## src/rtl/irfpe_pkg.sv

```systemverilog
// ============================================================================
// irfpe_pkg
// Shared types and constants of the infrared frame pulse encoder.
// ============================================================================
`default_nettype none

package irfpe_pkg;

	localparam int DUR_BITS    = 15;
	localparam int FIELD_BITS  = 15;
	localparam int WIDTH_BITS  = 4;
	localparam int TIMING_BITS = 2 * DUR_BITS;
	localparam int COUNT_BITS  = 6;
	localparam int FLAG_BITS   = 3;
	localparam int INDEX_BITS  = 3;

	typedef logic [INDEX_BITS-1:0] cfg_index_t;

	localparam cfg_index_t REG_LEADER   = 3'd0;
	localparam cfg_index_t REG_ONE      = 3'd1;
	localparam cfg_index_t REG_ZERO     = 3'd2;
	localparam cfg_index_t REG_STOP     = 3'd3;
	localparam cfg_index_t REG_ADDR_W   = 3'd4;
	localparam cfg_index_t REG_CMD_W    = 3'd5;
	localparam cfg_index_t REG_FORMAT   = 3'd6;
	localparam cfg_index_t REG_EXPECTED = 3'd7;

	localparam int FLAG_ADDR_INV = 0;
	localparam int FLAG_CMD_INV  = 1;
	localparam int FLAG_STOP     = 2;

	typedef enum logic [6:0] {
		PH_IDLE     = 7'b0000001,
		PH_LEADER   = 7'b0000010,
		PH_ADDR     = 7'b0000100,
		PH_ADDR_INV = 7'b0001000,
		PH_CMD      = 7'b0010000,
		PH_CMD_INV  = 7'b0100000,
		PH_STOP     = 7'b1000000
	} phase_t;

endpackage

`default_nettype wire

```

## src/rtl/ir_frame_pulse_encoder.sv

```systemverilog
// ============================================================================
// ir_frame_pulse_encoder
// Serializes an address and a command into a frame of mark/space pulse items.
// ============================================================================
//
//  channel  direction  handshake              payload
//  in       sink       in_valid / in_ready    address, command
//  out      source     out_valid / out_ready  mark_ticks, space_ticks,
//                                             last_item, frame_ok
//  cfg      sink       cfg_we                 cfg_index, cfg_data
//
//  A frame holds 1 to 62 items. After the transfer is taken, the phase
//  sequencer gives one item per cycle unless the output register is stalled,
//  and shifts the address and command out one bit per item.
//  A new frame is taken once the last item has entered the output register.
//  A stalled output register holds the sequencer in place.
//  arst_n clears the sequencer and the output valid; registers take reset values.
`default_nettype none

module ir_frame_pulse_encoder
	import irfpe_pkg::*;
(
	input  wire logic                   clk,
	input  wire logic                   arst_n,
	input  wire logic                   cfg_we,
	input  wire logic [INDEX_BITS-1:0]  cfg_index,
	input  wire logic [TIMING_BITS-1:0] cfg_data,
	input  wire logic                   in_valid,
	output logic                        in_ready,
	input  wire logic [FIELD_BITS-1:0]  address,
	input  wire logic [FIELD_BITS-1:0]  command,
	output logic                        out_valid,
	input  wire logic                   out_ready,
	output logic [DUR_BITS-1:0]         mark_ticks,
	output logic [DUR_BITS-1:0]         space_ticks,
	output logic                        last_item,
	output logic                        frame_ok
);

	logic [TIMING_BITS-1:0] leader_q, one_q, zero_q, stop_q;
	logic [WIDTH_BITS-1:0]  addr_w_q, cmd_w_q;
	logic [FLAG_BITS-1:0]   flags_q;
	logic [COUNT_BITS-1:0]  expected_q;

	phase_t                 phase_q, phase_after;
	logic [FIELD_BITS-1:0]  addr_hold_q, cmd_hold_q, addr_sh_q, cmd_sh_q;
	logic [WIDTH_BITS-1:0]  bitpos_q;
	logic [COUNT_BITS-1:0]  cnt_q, total_q, total_d;

	logic                   out_valid_q, last_q, ok_q;
	logic [DUR_BITS-1:0]    mark_q, space_q;

	logic                   in_xfer, slot_free, emit, bit_end;
	logic [TIMING_BITS-1:0] timing;
	logic                   is_last;

	assign in_ready  = (phase_q == PH_IDLE);
	assign in_xfer   = in_valid && in_ready;
	assign slot_free = !out_valid_q || out_ready;
	assign emit      = (phase_q != PH_IDLE) && slot_free;

	always_ff @(posedge clk or negedge arst_n) begin
		if (!arst_n) begin
			leader_q   <= '0;
			one_q      <= '0;
			zero_q     <= '0;
			stop_q     <= '0;
			addr_w_q   <= WIDTH_BITS'(8);
			cmd_w_q    <= WIDTH_BITS'(8);
			flags_q    <= FLAG_BITS'(7);
			expected_q <= COUNT_BITS'(34);
		end else if (cfg_we) begin
			case (cfg_index)
				REG_LEADER:   leader_q   <= cfg_data;
				REG_ONE:      one_q      <= cfg_data;
				REG_ZERO:     zero_q     <= cfg_data;
				REG_STOP:     stop_q     <= cfg_data;
				REG_ADDR_W:   addr_w_q   <= cfg_data[WIDTH_BITS-1:0];
				REG_CMD_W:    cmd_w_q    <= cfg_data[WIDTH_BITS-1:0];
				REG_FORMAT:   flags_q    <= cfg_data[FLAG_BITS-1:0];
				REG_EXPECTED: expected_q <= cfg_data[COUNT_BITS-1:0];
				default: ;
			endcase
		end
	end

	always_comb begin
		total_d = COUNT_BITS'(1)
			+ (flags_q[FLAG_ADDR_INV] ? {1'b0, addr_w_q, 1'b0}
			                          : {2'b00, addr_w_q})
			+ (flags_q[FLAG_CMD_INV]  ? {1'b0, cmd_w_q, 1'b0}
			                          : {2'b00, cmd_w_q})
			+ COUNT_BITS'(flags_q[FLAG_STOP]);
	end

	always_comb begin
		phase_after = PH_IDLE;
		case (phase_q)
			PH_LEADER: begin
				if (addr_w_q != '0)
					phase_after = PH_ADDR;
				else if (cmd_w_q != '0)
					phase_after = PH_CMD;
				else if (flags_q[FLAG_STOP])
					phase_after = PH_STOP;
			end
			PH_ADDR: begin
				if (flags_q[FLAG_ADDR_INV])
					phase_after = PH_ADDR_INV;
				else if (cmd_w_q != '0)
					phase_after = PH_CMD;
				else if (flags_q[FLAG_STOP])
					phase_after = PH_STOP;
			end
			PH_ADDR_INV: begin
				if (cmd_w_q != '0)
					phase_after = PH_CMD;
				else if (flags_q[FLAG_STOP])
					phase_after = PH_STOP;
			end
			PH_CMD: begin
				if (flags_q[FLAG_CMD_INV])
					phase_after = PH_CMD_INV;
				else if (flags_q[FLAG_STOP])
					phase_after = PH_STOP;
			end
			PH_CMD_INV: begin
				if (flags_q[FLAG_STOP])
					phase_after = PH_STOP;
			end
			default: phase_after = PH_IDLE;
		endcase
	end

	always_comb begin
		timing  = leader_q;
		bit_end = 1'b1;
		case (phase_q)
			PH_LEADER: timing = leader_q;
			PH_ADDR: begin
				timing  = addr_sh_q[0] ? one_q : zero_q;
				bit_end = (bitpos_q + WIDTH_BITS'(1)) == addr_w_q;
			end
			PH_ADDR_INV: begin
				timing  = addr_sh_q[0] ? zero_q : one_q;
				bit_end = (bitpos_q + WIDTH_BITS'(1)) == addr_w_q;
			end
			PH_CMD: begin
				timing  = cmd_sh_q[0] ? one_q : zero_q;
				bit_end = (bitpos_q + WIDTH_BITS'(1)) == cmd_w_q;
			end
			PH_CMD_INV: begin
				timing  = cmd_sh_q[0] ? zero_q : one_q;
				bit_end = (bitpos_q + WIDTH_BITS'(1)) == cmd_w_q;
			end
			PH_STOP: timing = stop_q;
			default: timing = leader_q;
		endcase
	end

	assign is_last = (cnt_q + COUNT_BITS'(1)) == total_q;

	always_ff @(posedge clk or negedge arst_n) begin
		if (!arst_n) begin
			phase_q  <= PH_IDLE;
			bitpos_q <= '0;
			cnt_q    <= '0;
			total_q  <= '0;
		end else if (in_xfer) begin
			phase_q  <= PH_LEADER;
			bitpos_q <= '0;
			cnt_q    <= '0;
			total_q  <= total_d;
		end else if (emit) begin
			cnt_q <= cnt_q + COUNT_BITS'(1);
			if (bit_end) begin
				phase_q  <= phase_after;
				bitpos_q <= '0;
			end else begin
				bitpos_q <= bitpos_q + WIDTH_BITS'(1);
			end
		end
	end

	always_ff @(posedge clk) begin
		if (in_xfer) begin
			addr_hold_q <= address;
			cmd_hold_q  <= command;
			addr_sh_q   <= address;
			cmd_sh_q    <= command;
		end else if (emit) begin
			if (bit_end) begin
				addr_sh_q <= addr_hold_q;
				cmd_sh_q  <= cmd_hold_q;
			end else if (phase_q == PH_ADDR || phase_q == PH_ADDR_INV) begin
				addr_sh_q <= addr_sh_q >> 1;
			end else begin
				cmd_sh_q <= cmd_sh_q >> 1;
			end
		end
	end

	always_ff @(posedge clk or negedge arst_n) begin
		if (!arst_n)
			out_valid_q <= 1'b0;
		else if (emit)
			out_valid_q <= 1'b1;
		else if (out_ready)
			out_valid_q <= 1'b0;
	end

	always_ff @(posedge clk) begin
		if (emit) begin
			mark_q  <= timing[DUR_BITS-1:0];
			space_q <= timing[TIMING_BITS-1:DUR_BITS];
			last_q  <= is_last;
			ok_q    <= is_last && (total_q == expected_q);
		end
	end

	assign out_valid   = out_valid_q;
	assign mark_ticks  = mark_q;
	assign space_ticks = space_q;
	assign last_item   = last_q;
	assign frame_ok    = ok_q;

endmodule

`default_nettype wire

```

## config.mk

```make
export PLATFORM = sky130hd
export DESIGN_NAME = ir_frame_pulse_encoder
export DESIGN_NICKNAME = d
export VERILOG_FILES = /design/src/rtl/irfpe_pkg.sv /design/src/rtl/ir_frame_pulse_encoder.sv
export SDC_FILE = /design/constraint.sdc
export NUM_CORES = 1
export LEC_CHECK = 0
export ABC_AREA = 0
export BUFFER_PORTS_ARGS = -buffer_cell sky130_fd_sc_hd__buf_2
export CAP_MARGIN = 30
export CORE_MARGIN = 2
export CORE_UTILIZATION = 35
export DETAILED_ROUTE_END_ITERATION = 6
export PLACE_DENSITY_LB_ADDON = 0.12
export SETUP_SLACK_MARGIN = 0.15
export SLEW_MARGIN = 20
export SYNTH_ARGS = -nofsm -noshare
export SYNTH_HDL_FRONTEND = slang
export SYNTH_SLANG_ARGS = --single-unit
export TNS_END_PERCENT = 20
```

## constraint.sdc

```tcl
create_clock -name clk -period 9 [get_ports clk]
set_input_delay 0.9 -clock clk [delete_from_list [all_inputs] [get_ports clk]]
set_output_delay 0.9 -clock clk [all_outputs]
set_load 0.05 [all_outputs]
```

Word level (Yosys, flattened, before mapping):

Cells that the tools add are included.

* register bits after elaboration: 253
* word-level logic and storage cells: 104

* eq/ne operators: 20
* add/subtract/negate cells: 5
* muxes and demuxes: 32
* reductions and logical operators: 26

Operators with widths (count)
* $pmux W30 S5: 1
* $mux W15: 8
* $mux W30: 4
* $mux W7: 8
* $pmux W7 S5: 1
* $reduce_and A2 Y1: 11
* $eq A3 B3 Y1 const B: 4
* $eq A6 B6 Y1: 2
* $mux W4: 3
* $mux W6: 2
* $mux W5: 2
* $eq A4 B4 Y1: 2
* $reduce_bool A4 Y1: 2
* $eq A7 B1 Y1 const B: 1
* $eq A7 B2 Y1 const B: 1
* $eq A7 B3 Y1 const B: 1
* $eq A7 B4 Y1 const B: 1
* $eq A7 B5 Y1 const B: 1
* $eq A7 B6 Y1 const B: 1
* $eq A7 B7 Y1 const B: 1
* $ne A7 B1 Y1 const B: 1
* $add A1 B5 Y6 const A: 1
* $add A6 B1 Y6: 1
* $add A6 B1 Y6 const B: 1
* other kinds (14): 22

Depth between registers and ports, before layout:

* depth in word-level cells: 7
* gate-level depth with buffers: 12

Least setup slack after synthesis:

OpenSTA, ideal clock, no wires.

* path kind: register to register
* start point: register phase_q[3]
* end point: register addr_sh_q[0], enable pin
* arrival time: 3672 ps
* setup slack: 4936 ps
* stages on the path, launching flop included: 9
* cells stage by stage: dfrtp_1 -> nor2_1 -> and3_1 -> clkbuf_1 -> nand2b_1 -> inv_1 -> clkbuf_1 -> nor2_1 -> a21oi_1

* elaborated cells on any way between the ends: 15
* classes of those cells: eq/ne (6); mux (1); reduce/logical (8)

RTL lines
* from (decl): line ir_frame_pulse_encoder.sv:45 `phase_t phase_q, phase_after;`
* from (signal assigned): line ir_frame_pulse_encoder.sv:177 `phase_q <= phase_after;`
* $eq A7 B1 Y1 *: line ir_frame_pulse_encoder.sv:57 `assign in_ready = (phase_q == PH_IDLE);`
* named net in_ready: line ir_frame_pulse_encoder.sv:29 `output logic in_ready,`
* $logic_and A1 B1 Y1 *: line ir_frame_pulse_encoder.sv:58 `assign in_xfer = in_valid && in_ready;`
* $reduce_bool A3 Y1 (no line) / $reduce_bool A2 Y1 (equally long branches)
* $reduce_and A2 Y1 (no line) *
* to (signal assigned): line ir_frame_pulse_encoder.sv:189 `addr_sh_q <= address;`
* to (signal assigned): line ir_frame_pulse_encoder.sv:193 `addr_sh_q <= addr_hold_q;`
* to (signal assigned): line ir_frame_pulse_encoder.sv:196 `addr_sh_q <= addr_sh_q >> 1;`
* to (decl): line ir_frame_pulse_encoder.sv:46 `logic [FIELD_BITS-1:0] addr_hold_q, cmd_hold_q, addr_sh_q, cmd_sh_q;`

Mark *: on every way through the listed nets, which the timed path passes. The rest lies on a longest branch.
A chain may end at the register's enable or synchronous reset.

Final worst setup path:

* start point: register phase_q[5]
* end point: register mark_q[5] (netlist: mark_ticks[5]), data pin

* longest elaborated chain between the ends: 2
* elaborated cells on any way between the ends: 6
* classes of those cells: eq/ne (5); mux (1)

Ends and longest elaborated chain
* $eq A7 B7 Y1, or another cell as far along: line ir_frame_pulse_encoder.sv:138 `case (phase_q)`
* $pmux W30 S5 *: line ir_frame_pulse_encoder.sv:138
* named net timing[5]: line ir_frame_pulse_encoder.sv:54 `logic [TIMING_BITS-1:0] timing;`
* to (signal assigned): line ir_frame_pulse_encoder.sv:214 `mark_q <= timing[DUR_BITS-1:0];`
* to (decl): line ir_frame_pulse_encoder.sv:51 `logic [DUR_BITS-1:0] mark_q, space_q;`

Marks and branches as above.

==> flow_metrics.tcl <==
set metrics [dict create \
    grt_max_degree 97 \
    final_layout_size_suffix_gt1_share_pct 32.4 \
    place_ws_ps 5290 \
    ant_nets 0 \
    end_kind "flip-flop" \
    crit_arrival_ps 4080 \
    dp.cells 1368 \
    ys_seq_area_share_pct 60.4 \
    worst_pin_slew_ps 932 \
    drc_errors 0 \
    cts_sinks 253 \
    ys_warn_count 0 \
    chipHeight_um 183 \
    wirelength_mm 27.8 \
    cp_max_fo 51 \
    r2r_cells 9 \
    min-delay-path-class "in2async" \
    worstSetupPathType "reg2reg" \
    drv_slew 0 \
    worstSetupStartpointType "flip-flop" \
    synth_cell_types 52 \
    skew_ps 21.3 \
    die-area_um2 33600 \
    finalCriticalPeriod_ps 3780 \
    async_reset_ff_share_pct 63.6 \
    tns_ps 0 \
    gp_congestion 0.814 \
    max_cap_viol_count 0 \
    overflow 0 \
    synth_fp_nets 980 \
    synth_cells 899 \
    coreArea_um2 31600 \
    dr.pass1.iters 5 \
    synth_edf_count 92 \
    grt_pass1_vias 7606 \
    ctsHoldBuffers 0 \
    port_buffers 101 \
    fin_crit_sh_pct 42.0 \
    finalInstanceArea_um2 13400 \
    h-tree-depth 1 \
    cts_tree "built" \
    die_w_um 183 \
    powerDensity_nw_per_um2 332 \
    vias 7492 \
    status "complete, no violations" \
    grt_pass1_wl_mm 44.5 \
    crit_path_top_delay_cell "buf_4" \
    io_pins 102 \
    post_dp_cell_area_um2 12200 \
    antenna_found_initial 4 \
    setup_viol 0 \
    holdWs_ps 229 \
    cts_root_buf "clkbuf_16" \
    worstSkewPairLatency_ps 570 \
    cts-buffers-inserted 30 \
    layoutNonFillerInstCount 1430 \
    start_util_pct 35.6 \
    crit_chain "nor4_1 > nor2b_1 > o21ai_0 > nand2_2 > buf_4 > nor2_2 > buf_4 > a22oi_1 > o21ai_0" \
    synth_top_flop_cell "dfrtp_1" \
    ys_seq_elements 253 \
    fin_ws_ps 5220 \
    rsz0062_at_grt "false" \
    avgRoutedWirePerCell_um 19.4 \
    cts.clk_slew.worst_paths_ps 60 \
    fill_cells 2999 \
    max_stage_delay_ps 590 \
    cts_setup_buffers 0 \
    hold_viol_final 0 \
    clk_path_buf_depth 3 \
    fin_nets 1082 \
    syn_avg_cell_area_um2 12.5 \
    syn2layout_area_growth_pct 19.1 \
    syn_area_um2 11300 \
    dp_hpwl_mm 17.5 \
    drtIter0Drc 317 \
    relSlewSlack_pct 37.5 \
    clock.fmax_ghz 0.264 \
    rows 65 \
    ctsResizeCount 0 \
    vias_per_cell 5.24 \
    required_ps 9300 \
    p_leak_nw 5.52 \
    ir_worst_vdd_mv 0.174 \
    grtUsageTotal_pct 16.8 \
]
-- sequential cells by signal, summed over array words and instances, names as in the netlist, 7 cells and up --
register	count
stop_q	30
leader_q	30
phase_q	7
space_ticks	15
cmd_sh_q	15
cmd_hold_q	15
mark_ticks	15
one_q	30
addr_hold_q	15
zero_q	30
addr_sh_q	15
-- layout by cell type (no fill, tap or decap), types with 4 or more instances in the layout --
cell type,count
a21o_1,5
a21oi_1,56
a22oi_1,23
a31oi_1,30
buf_2,101
buf_4,16
bufinv_16,6
clkbuf_1,5
clkbuf_16,32
clkinv_1,5
dfrtp_1,153
dfstp_2,8
edfxtp_1,92
ha_1,12
inv_1,10
mux2_2,143
mux2i_1,10
nand2_1,60
nand2b_1,10
nand3_1,31
nand4b_1,4
nor2_1,44
nor2b_1,5
nor4_1,8
o21ai_0,69
o21ai_1,4
xnor2_1,10
xor2_1,15
-- metal layers --
layer	vias to the layer above	GRT usage, %	routed length (um)
li1	3527	-	-
met1	3784	23.8	13100
met2	140	27.0	12900
met3	39	3.08	1240
met4	2	3.74	529
met5	-	0	18
-- worst max-delay path, delay by kind of cell (launching register included) --
| family | cells | cell delay [ps] |
|---|---|---|
| AND/OR/NAND/NOR | 4 | 1460 |
| AO/OA/AOI/OAI | 3 | 710 |
| buffers and inverters | 2 | 890 |
| flip-flops | 1 | 430 |
-- Yosys cell counts (2+ instances only) --
library cell  instances  area share [%]
ha_1                 12             1.3
o21ai_1               3            0.13
a31oi_1              30             1.7
nor3b_1               3            0.20
nand2b_1             10            0.56
nor3_1                4            0.18
nor2b_1               5            0.28
xor2_1               15             1.2
nor4_1                8            0.44
dfstp_2               8             1.9
xnor2_1              10            0.78
o2bb2ai_1             2            0.16
a22o_1                2            0.16
a21o_1                5            0.33
and3_1                2            0.11
a32o_1                3            0.27
o31ai_1               3            0.20
clkbuf_1             41             1.4
buf_2                 5            0.22
o21ai_0              70             3.1
nor2_1               45             1.5
edfxtp_1             92              25
or3_1                 2            0.11
nand3_1              31             1.4
inv_1                11            0.37
buf_6                 2            0.20
nand4_1               2            0.11
mux2_2              143              14
mux2i_1              10            0.89
nand2_1              62             2.1
dfrtp_1             153              34
a22oi_1              23             1.5
buf_1                 3            0.10
a21oi_1              56             2.5
nand4b_1              4            0.31
and2_1                3            0.17
-- stage by stage --
step	util, %	power (W)
6_report	42.4	0.00445
5_1_grt	42.4	0.00471
4_1_cts	42.2	0.00451
3_5_place_dp	38.7	0.00315
3_3_place_gp	38.6	0.00315
2_1_floorplan	-	0.00276
-- power by group --
part / internal, W / total [W] / switching (W)
registers: 0.00165 / 0.00185 / 0.000195
clock network: 0.000845 / 0.00134 / 0.000493
logic: 0.000418 / 0.00127 / 0.000853
total: 0.00291 / 0.00445 / 0.00154
-- cell families (layout without fill, tap and decap cells) --
kind of cell	count (synthesis)	count (layout)	share of synthesized area, %
other	0	3	0
flip-flops	253	253	60.4
AND/OR/NAND/NOR	184	184	7.61
buffers and inverters	63	189	2.29
adder cells (fa/ha/maj)	13	13	1.51
XOR/XNOR	25	25	1.94
multiplexers	154	154	15.3
AO/OA/AOI/OAI	207	207	10.9
-- worst paths after layout --
kind                                   from            end  slack (ps)
max in group asynchronous            arst_n  expected_q[1]        7660
worst min-delay path                 arst_n   leader_q[23]         230
min in group clk                leader_q[9]    leader_q[9]         500
worst min register to register  leader_q[9]    leader_q[9]         500
worst max register to register   phase_q[5]  mark_ticks[5]        5220
worst max-delay path             phase_q[5]  mark_ticks[5]        5220
-- area by class of cell --
class / instances / area (um2) / share of cell area, %
well taps: 402 / 503 / 3.75
inverters: 12 / 45.0 / 0.336
diodes: 3 / 7.51 / 0.0560
repair buffers: 121 / 696 / 5.19
clock buffers: 40 / 861 / 6.42
multi-input cells: 583 / 4240 / 31.6
clock inverters: 16 / 258 / 1.92
flip-flops and latches: 253 / 6800 / 50.7
Note: power is estimated with default switching activity, not from simulation.
